$ cat src/rtl/talr_pkg.sv
package talr_pkg;

    localparam int DEPTH       = 256;
    localparam int SLOT_W      = $clog2(DEPTH);
    localparam int MAX_SAMPLES = 64;
    localparam int QUEUE_DEPTH = 2;

    localparam logic signed [17:0] PI_Q12     = 18'sd12868;
    localparam logic signed [17:0] TWO_PI_Q12 = 18'sd25736;
    localparam logic [47:0]        DIST_MAX   = 48'hFFFF_FFFF_FFFF;

    typedef enum logic [1:0] {
        OP_PLOT   = 2'd0,
        OP_SAMPLE = 2'd1,
        OP_HAS    = 2'd2,
        OP_NONE   = 2'd3
    } op_t;

    // One classified item as it travels from the front to the back part.
    typedef struct packed {
        op_t                  op;
        logic signed [31:0]   px;
        logic signed [31:0]   py;
        logic signed [15:0]   ang;
        logic signed [48:0]   qd;
        logic [31:0]          step;
        logic [6:0]           count;
    } cmd_t;

    // One stored segment: both end points, both headings, both distances.
    typedef struct packed {
        logic signed [31:0] sx;
        logic signed [31:0] sy;
        logic signed [31:0] ex;
        logic signed [31:0] ey;
        logic signed [15:0] a1;
        logic signed [15:0] a2;
        logic [47:0]        sd;
        logic [47:0]        ed;
    } seg_t;

    localparam int SEG_W = $bits(seg_t);

    typedef enum logic [4:0] {
        ST_IDLE,
        ST_PL_RD,
        ST_PL_WAIT,
        ST_PL_SQ0,
        ST_PL_SQ1,
        ST_PL_ROOT,
        ST_PL_WR,
        ST_HAS,
        ST_SM_RD,
        ST_SM_WAIT,
        ST_SM_CHK,
        ST_SM_DIV,
        ST_SM_MUL,
        ST_SM_OUT,
        ST_SM_EMPTY
    } state_t;

endpackage

$ cat src/rtl/talr_front.sv
module talr_front
    import talr_pkg::*;
(
    input  logic        clk,
    input  logic        rst_n,
    input  logic        in_valid,
    output logic        in_ready,
    input  logic [1:0]  operation,
    input  logic [31:0] pos_x,
    input  logic [31:0] pos_y,
    input  logic [15:0] angle_in,
    input  logic [48:0] query_distance,
    input  logic [31:0] interval,
    input  logic [6:0]  sample_count,
    output logic        cmd_valid,
    input  logic        cmd_ready,
    output cmd_t        cmd
);

    localparam int PTR_W = $clog2(QUEUE_DEPTH);

    cmd_t             q_mem [QUEUE_DEPTH];
    logic [PTR_W-1:0] wr_ptr_reg;
    logic [PTR_W-1:0] rd_ptr_reg;
    logic [PTR_W:0]   fill_reg;
    cmd_t             cmd_in;
    logic             keep;
    logic             push;
    logic             pop;

    // Classify the beat: unused codes and empty sample runs are dropped here.
    always_comb
    begin
        cmd_in.op    = op_t'(operation);
        cmd_in.px    = pos_x;
        cmd_in.py    = pos_y;
        cmd_in.ang   = angle_in;
        cmd_in.qd    = query_distance;
        cmd_in.step  = interval;
        cmd_in.count = (sample_count > 7'(MAX_SAMPLES)) ? 7'(MAX_SAMPLES) : sample_count;
        keep = (cmd_in.op != OP_NONE) && !(cmd_in.op == OP_SAMPLE && sample_count == 7'd0);
    end

    assign in_ready  = (fill_reg != (PTR_W+1)'(QUEUE_DEPTH));
    assign push      = in_valid && in_ready && keep;
    assign cmd_valid = (fill_reg != '0);
    assign pop       = cmd_valid && cmd_ready;
    assign cmd       = q_mem[rd_ptr_reg];

    // Queue payload.
    always_ff @(posedge clk)
    begin
        if (push)
        begin
            q_mem[wr_ptr_reg] <= cmd_in;
        end
    end

    // Queue pointers and fill level.
    always_ff @(posedge clk or negedge rst_n)
    begin
        if (!rst_n)
        begin
            wr_ptr_reg <= '0;
            rd_ptr_reg <= '0;
            fill_reg   <= '0;
        end
        else
        begin
            if (push)
            begin
                wr_ptr_reg <= (wr_ptr_reg == PTR_W'(QUEUE_DEPTH-1)) ? '0 : wr_ptr_reg + 1'b1;
            end
            if (pop)
            begin
                rd_ptr_reg <= (rd_ptr_reg == PTR_W'(QUEUE_DEPTH-1)) ? '0 : rd_ptr_reg + 1'b1;
            end
            fill_reg <= fill_reg + (PTR_W+1)'(push) - (PTR_W+1)'(pop);
        end
    end

endmodule

$ cat config.mk
export PLATFORM = sky130hd
export DESIGN_NAME = talr_front
export DESIGN_NICKNAME = d
export VERILOG_FILES = /design/src/rtl/talr_pkg.sv /design/src/rtl/talr_front.sv
export SDC_FILE = /design/constraint.sdc
export NUM_CORES = 1
export LEC_CHECK = 0
export BUFFER_PORTS_ARGS = -buffer_cell sky130_fd_sc_hd__clkbuf_2
export CORE_ASPECT_RATIO = 0.5
export CORE_MARGIN = 2
export CORE_UTILIZATION = 55
export CTS_CLUSTER_SIZE = 24
export DETAILED_ROUTE_END_ITERATION = 16
export PLACE_DENSITY = 0.83
export SLEW_MARGIN = 20
export SYNTH_ARGS = -nofsm -noshare
export SYNTH_HDL_FRONTEND = slang
export SYNTH_SLANG_ARGS = --single-unit
export TNS_END_PERCENT = 30
$ cat constraint.sdc
create_clock -name clk -period 20.5 [get_ports clk]
set_input_delay 1.025 -clock clk [delete_from_list [all_inputs] [get_ports clk]]
set_output_delay 1.025 -clock clk [all_outputs]
set_load 0.005 [all_outputs]
==> results of run 1 <==
[final cells by class]
type                            instances  area share, %
Antenna cell                            1         0.0162
Clock buffer                           38           4.91
Clock inverter                         14          0.720
Inverter                                2         0.0486
Multi-Input combinational cell        191           13.6
Sequential cell                       344           66.7
Tap cell                              300           2.43
Timing Repair Buffer                  353           11.6
[worst min path at each step]
stage / slack [ns] / to / cells past startpoint
finish: 0.29 / wr_ptr_reg / 1
global route: 0.27 / wr_ptr_reg / 1
CTS: 0.27 / wr_ptr_reg / 1
detailed placement: 0.51 / fill_reg[1] / 1
global placement: 0.48 / fill_reg[1] / 1
floorplan: 0.46 / fill_reg[1] / 1
[metal layers]
metal	GRT usage, %	vias to the layer above	wire length, um
li1	-	2949	-
met1	23.1	3271	9230
met2	38.1	157	13600
met4	7.26	4	796
met3	4.72	56	1160
met5	0	-	27
[kinds of logic after synthesis]
kind of cell | synth area share (%)
XOR/XNOR | 0.280
AND/OR/NAND/NOR | 0.770
AO/OA/AOI/OAI | 0.160
multiplexers | 15.3
flip-flops | 82.4
buffers and inverters | 0.900
adder cells (fa/ha/maj) | 0.200
[per-stage QoR]
step	area (um^2)	power [mW]
6_report	15500	2.00
5_1_grt	15500	2.09
4_1_cts	15500	2.03
3_5_place_dp	14600	1.51
3_3_place_gp	14600	1.50
2_1_floorplan	12500	1.31
[worst max-delay path, cell delays in order, from the launching register on]
cell and delay [ns]:
dfrtp_4 0.80, buf_4 0.75, mux2_2 0.43, clkbuf_2 0.13
[cell usage in the layout, fill, tap and decap left out]
cell	Yosys	final
nand2b_1	1	1
edfxtp_1	340	340
or4b_1	1	1
bufinv_16	0	2
diode_2	0	1
dfrtp_4	0	1
or2_2	1	1
nor2_4	0	2
o211ai_2	1	1
ha_1	2	2
mux2_2	170	170
dfrtp_1	4	3
clkbuf_16	0	29
xnor2_1	3	3
clkinv_1	0	7
clkinv_2	0	5
clkbuf_2	0	345
buf_4	0	8
clkbuf_1	0	9
and2_1	1	1
and2b_2	6	6
xor2_1	1	1
a21boi_0	1	1
or4_1	1	1
inv_1	2	2
[power by group]
| group | leakage (nW) | internal, mW | switching [mW] |
|---|---|---|---|
| clock | 0.427 | 0.285 | 0.229 |
| combinational | 2.23 | 0.261 | 0.266 |
| sequential | 3.18 | 0.921 | 0.0432 |
==> flow_metrics.tcl, run 1 <==
set metrics [dict create \
    wl_per_cell_um 19.9 \
    grt_pass1_wl_mm 37.6 \
    nNetsFinal 1097 \
    synth_cell_types 18 \
    min_path_type "in -> async" \
    cts_setup_buffers 0 \
    fin_util_pct 70.2 \
    leakage_nw 5.84 \
    hold_viol_final 0 \
    die_area_um2 24000 \
    ff_latch_area_um2 10300 \
    ctsHoldBuffers 0 \
    port_buffers 345 \
    critPathLaunch "rd_ptr_reg" \
    fp.dieW_um 217 \
    tritoncts "done" \
    netlist_area_um2 12500 \
    fin_ws_ns 16.71 \
    fin_crit_ns 3.79 \
    ir_drop_mv 0.0753 \
    largest_reg_flops 340 \
    syn_to_final_growth_pct 23.6 \
    grt_pass1_vias 6887 \
    synth_edf_count 340 \
    cp_data_required_time_ns 19.48 \
    grt_max_degree 69 \
    synth_cells 557 \
    first_pass_iters 4 \
    slew_headroom_pct 38.2 \
    rows 38 \
    synthTopCellsByCount "340 x edfxtp_1, 170 x mux2_2, 19 x buf_2" \
    pre_cts_slack_ns 16.84 \
    antenna_found_initial 3 \
    worstSetupPathType "reg -> out" \
    fin_hold_ws_ns 0.287 \
    maxClockFrequency_mhz 264 \
    synth_seq_cells 344 \
    multi_input_area_um2 2110 \
    root_buffer "clkbuf_16" \
    io_pins 346 \
    r2r-end "q_mem[1][102]" \
    die_y_um 111 \
    maxCapViolCount 0 \
    wl_mm 24.8 \
    cts_resized 0 \
    yosys_warnings 0 \
    drv_slew 0 \
    cts_htree_levels 1 \
    clock_latency_ns 0.53 \
    start_util_pct 56.8 \
    reg2reg_depth 5 \
    synthArstFlopShare_pct 1.16 \
    period_share_pct 18.5 \
    worstPathArrival_ns 2.77 \
    synth.area.top_cells "edfxtp_1 82%, mux2_2 15%, dfrtp_1 0.80%, buf_2 0.76%, and2b_2 0.42%" \
    viasPerCell 5.18 \
    endpoint "cmd[104]" \
    num_vias 6437 \
    fillers 1414 \
    cts.sinks 344 \
    drive_gt1_share_pct 60.5 \
    core-area_um2 22000 \
    synth_top_area_cell "edfxtp_1" \
    drt-initial-drc-count 452 \
    rsz0062_at_grt "false" \
    finalSetupTns_ns 0 \
    r2r-start "fill_reg[1]" \
    clock_skew_ns 0.00993 \
    avgSynthCellArea_um2 22.5 \
    regToRegSetupSlack_ns 17.70 \
    status "complete, no violations" \
    critPathCaptureType "primary output" \
    yosysSeqAreaShare_pct 82.4 \
    ant_nets 0 \
    placedCellCount 1190 \
    synth.top_cell.area_share_pct 81.6 \
    cts_made_buffers 29 \
    clk_transition_reported_paths_ns 0.06 \
    drt_drc_violations_left 0 \
    power.density_nw_per_um2 130 \
    place_hpwl_mm 17.0 \
    overflow 0 \
    synth_most_common_cell "edfxtp_1" \
    cts_buffer_depth 3 \
    grt_use_total_pct 20.5 \
    synth_fp_nets 733 \
    gp_congestion 0.802 \
    setup_viol 0 \
    crit_fanout 68 \
    final_cell_count_no_fill 1243 \
    synth_ff_type "edfxtp_1" \
    startpoint_type "register" \
    tightest_slew_ns 0.926 \
]
Power figures use the tool's default switching activity.
==> inputs of run 2 (changes only) <==
--- a/config.mk
+++ b/config.mk
@@ -5,13 +5,14 @@
 export SDC_FILE = /design/constraint.sdc
 export NUM_CORES = 1
 export LEC_CHECK = 0
+export ABC_AREA = 1
 export BUFFER_PORTS_ARGS = -buffer_cell sky130_fd_sc_hd__clkbuf_2
 export CORE_ASPECT_RATIO = 0.5
 export CORE_MARGIN = 2
-export CORE_UTILIZATION = 55
+export CORE_UTILIZATION = 52
 export CTS_CLUSTER_SIZE = 24
 export DETAILED_ROUTE_END_ITERATION = 16
-export PLACE_DENSITY = 0.83
+export PLACE_DENSITY = 0.79
 export SLEW_MARGIN = 20
 export SYNTH_ARGS = -nofsm -noshare
 export SYNTH_HDL_FRONTEND = slang
==> constraint.sdc (replaced) <==
create_clock -name clk -period 3.9 [get_ports clk]
set_input_delay 0.195 -clock clk [delete_from_list [all_inputs] [get_ports clk]]
set_output_delay 0.195 -clock clk [all_outputs]
set_load 0.005 [all_outputs]
==> flow_metrics.tcl, run 2 <==
set metrics [dict create \
    cts_buffer_depth 3 \
    startpoint_type "register" \
    cts_resized 0 \
    setup_viol 0 \
    cp_common_cell "nand2_1" \
    maxClockFrequency_mhz 391 \
    hold_viol_final 0 \
    cts_setup_buffers 0 \
    clock_skew_ns 0.0144 \
    swShare_pct 32.4 \
    leakage_nw 7.53 \
    worstSetupPathType "reg -> out" \
    fillers 1480 \
    first_pass_iters 5 \
    synth_fp_nets 1112 \
    yosysSeqAreaShare_pct 81.4 \
    internal-power_mw 7.73 \
    seq_power_share_pct 43.6 \
    drt-initial-drc-count 809 \
    slowest_stage "dfrtp_4" \
    fp.dieW_um 225 \
    io_pins 346 \
    synth_most_common_cell "nand2_1" \
    overflow 0 \
    final_cell_mix "517 x nand2_1, 345 x clkbuf_2, 340 x edfxtp_1" \
    wl_mm 32.4 \
    synth_ff_type "edfxtp_1" \
    crit_path_cell_trace "inv_4, buf_12, nand2_1, nand2_1, clkbuf_2" \
    cp_data_required_time_ns 3.70 \
    ctsHoldBuffers 168 \
    place_hpwl_mm 18.5 \
    drt_drc_violations_left 0 \
    core-area_um2 24000 \
    drv_slew 0 \
    tightest_slew_ns 0.999 \
    synth.area.top_cells "edfxtp_1 81%, nand2_1 15%, buf_2 0.87%, dfrtp_1 0.79%, buf_4 0.77%" \
    place_area_um2 14800 \
    synth.top_cell.area_share_pct 80.7 \
    final_common_cell "nand2_1" \
    crit_fanout 61 \
    power.density_nw_per_um2 657 \
    port_buffers 345 \
    ff_latch_area_um2 10300 \
    cts.sinks 344 \
    synth_seq_cells 344 \
    cts_htree_levels 1 \
    grt_use_total_pct 24.7 \
    fin_crit_ns 2.56 \
    syn_to_final_growth_pct 37.5 \
    synth_cells 936 \
    clk_transition_reported_paths_ns 0.07 \
    largest_reg_flops 340 \
    finalSetupTns_ns 0 \
    crit_path_max_incr_delay_ns 0.50 \
    synth_edf_count 340 \
    synthArstFlopShare_pct 1.16 \
    ant_nets 0 \
    p_comb_share_pct 30.9 \
    clock_latency_ns 0.55 \
    viasPerCell 5.06 \
    num_vias 9098 \
    p_clk_share_pct 25.5 \
    wl_per_cell_um 18.0 \
    nNetsFinal 1633 \
    start_util_pct 52.8 \
    maxCapViolCount 0 \
    grt_max_degree 171 \
    critPathCaptureType "primary output" \
    tritoncts "done" \
    gp_congestion 0.840 \
    avgSynthCellArea_um2 13.5 \
    synth_cell_types 16 \
    ir_drop_mv 0.498 \
    root_buffer "clkbuf_16" \
    status "complete, no violations" \
    slew_headroom_pct 33.2 \
    synthTopCellsByCount "517 x nand2_1, 340 x edfxtp_1, 22 x buf_2" \
    drive_gt1_share_pct 27.3 \
    rsz0062_at_grt "false" \
    rows 40 \
    cts_made_buffers 29 \
    p_sw_mw 3.71 \
    synth_top_area_cell "edfxtp_1" \
    grt_pass1_vias 9268 \
    netlist_area_um2 12700 \
    fin_area_um2 17400 \
    die_area_um2 25700 \
    min_path_type "in -> reg" \
    worstPathArrival_ns 2.36 \
    antenna_found_initial 4 \
    period_share_pct 65.6 \
    multi_input_area_um2 2070 \
    die_y_um 114 \
    yosys_warnings 0 \
    grt_pass1_wl_mm 48.3 \
]
run 2: changes by cell type in the layout (fill, tap and decap cells not counted), moves of 2 or more:
cell and delta:
nand2_1 +517, mux2_2 -170, dlygate4sd3_1 +169, nor2_1 +12, inv_1 +11, buf_12 +7
and2b_2 -6, clkbuf_1 -4, diode_2 +4, bufinv_16 +2, inv_6 +2, nand3_1 +2
xnor2_1 -2
run 2: final timing paths:
kind                       slack, ns       startpoint  depth (start not counted)            to
max                             1.34       rd_ptr_reg                          5       cmd[55]
min                             0.02  sample_count[5]                          3   q_mem[1][5]
max reg2reg                     1.60      fill_reg[1]                          6  q_mem[1][56]
min reg2reg                     0.49       wr_ptr_reg                          2    wr_ptr_reg
max in group asynchronous       3.16            rst_n                          3    rd_ptr_reg
min in group asynchronous       0.59            rst_n                          3    rd_ptr_reg
run 2: through the flow:
stage                     power (mW)  setup slack (ns)  cells  util (%)  hold WS, ns
final                           11.4              1.34   1799      72.6       0.0224
after global routing            12.0              1.25   1798      72.6      0.00712
after CTS                       11.4              1.39   1793      72.5      0.00109
after floorplan                 6.89            -0.622    936         -       -0.101
after global placement          8.29              1.60   1572      61.6       0.0103
after detailed placement        8.39              1.57   1572      61.6       0.0172
run 2: cell type report:
cell class                 instances  share of cell area (%)
inverter                          15                   0.367
clock buffer                      34                    4.28
multi-input combinational        539                    11.9
tap                              315                    2.26
clock inverter                    19                    1.12
sequential                       344                    59.3
antenna                            5                  0.0719
timing repair buffer             528                    20.7
run 2: power groups by stage:
stage / Combinational [mW] / Sequential (mW) / Clock [mW]
2_1_floorplan: 1.80 / 5.09 / 0
3_3_place_gp: 3.27 / 5.02 / 0
3_5_place_dp: 3.34 / 5.05 / 0
4_1_cts: 3.50 / 4.98 / 2.95
5_1_grt: 3.88 / 5.03 / 3.10
6_report: 3.53 / 4.99 / 2.92
run 2: logic make-up after synthesis:
group,count (synthesis),share of synthesized area [%]
adder cells (fa/ha/maj),2,0.198
flip-flops,344,81.4
XOR/XNOR,3,0.208
AND/OR/NAND/NOR,534,15.9
buffers and inverters,53,2.25
run 2: routing by layer:
| layer | vias up | global-route usage [%] | wire length (um) |
|---|---|---|---|
| met2 | 380 | 46.2 | 17600 |
| met4 | 0 | 13.6 | 1750 |
| li1 | 4203 | - | - |
| met1 | 4382 | 27.1 | 11400 |
| met5 | - | 0 | 0 |
| met3 | 133 | 4.05 | 1550 |
run 2: critical path: cells and delay by family, from the launching register on:
family	cells	cell delay, ns
buf+inv	3	0.96
flops	1	0.50
simple gates	2	0.24
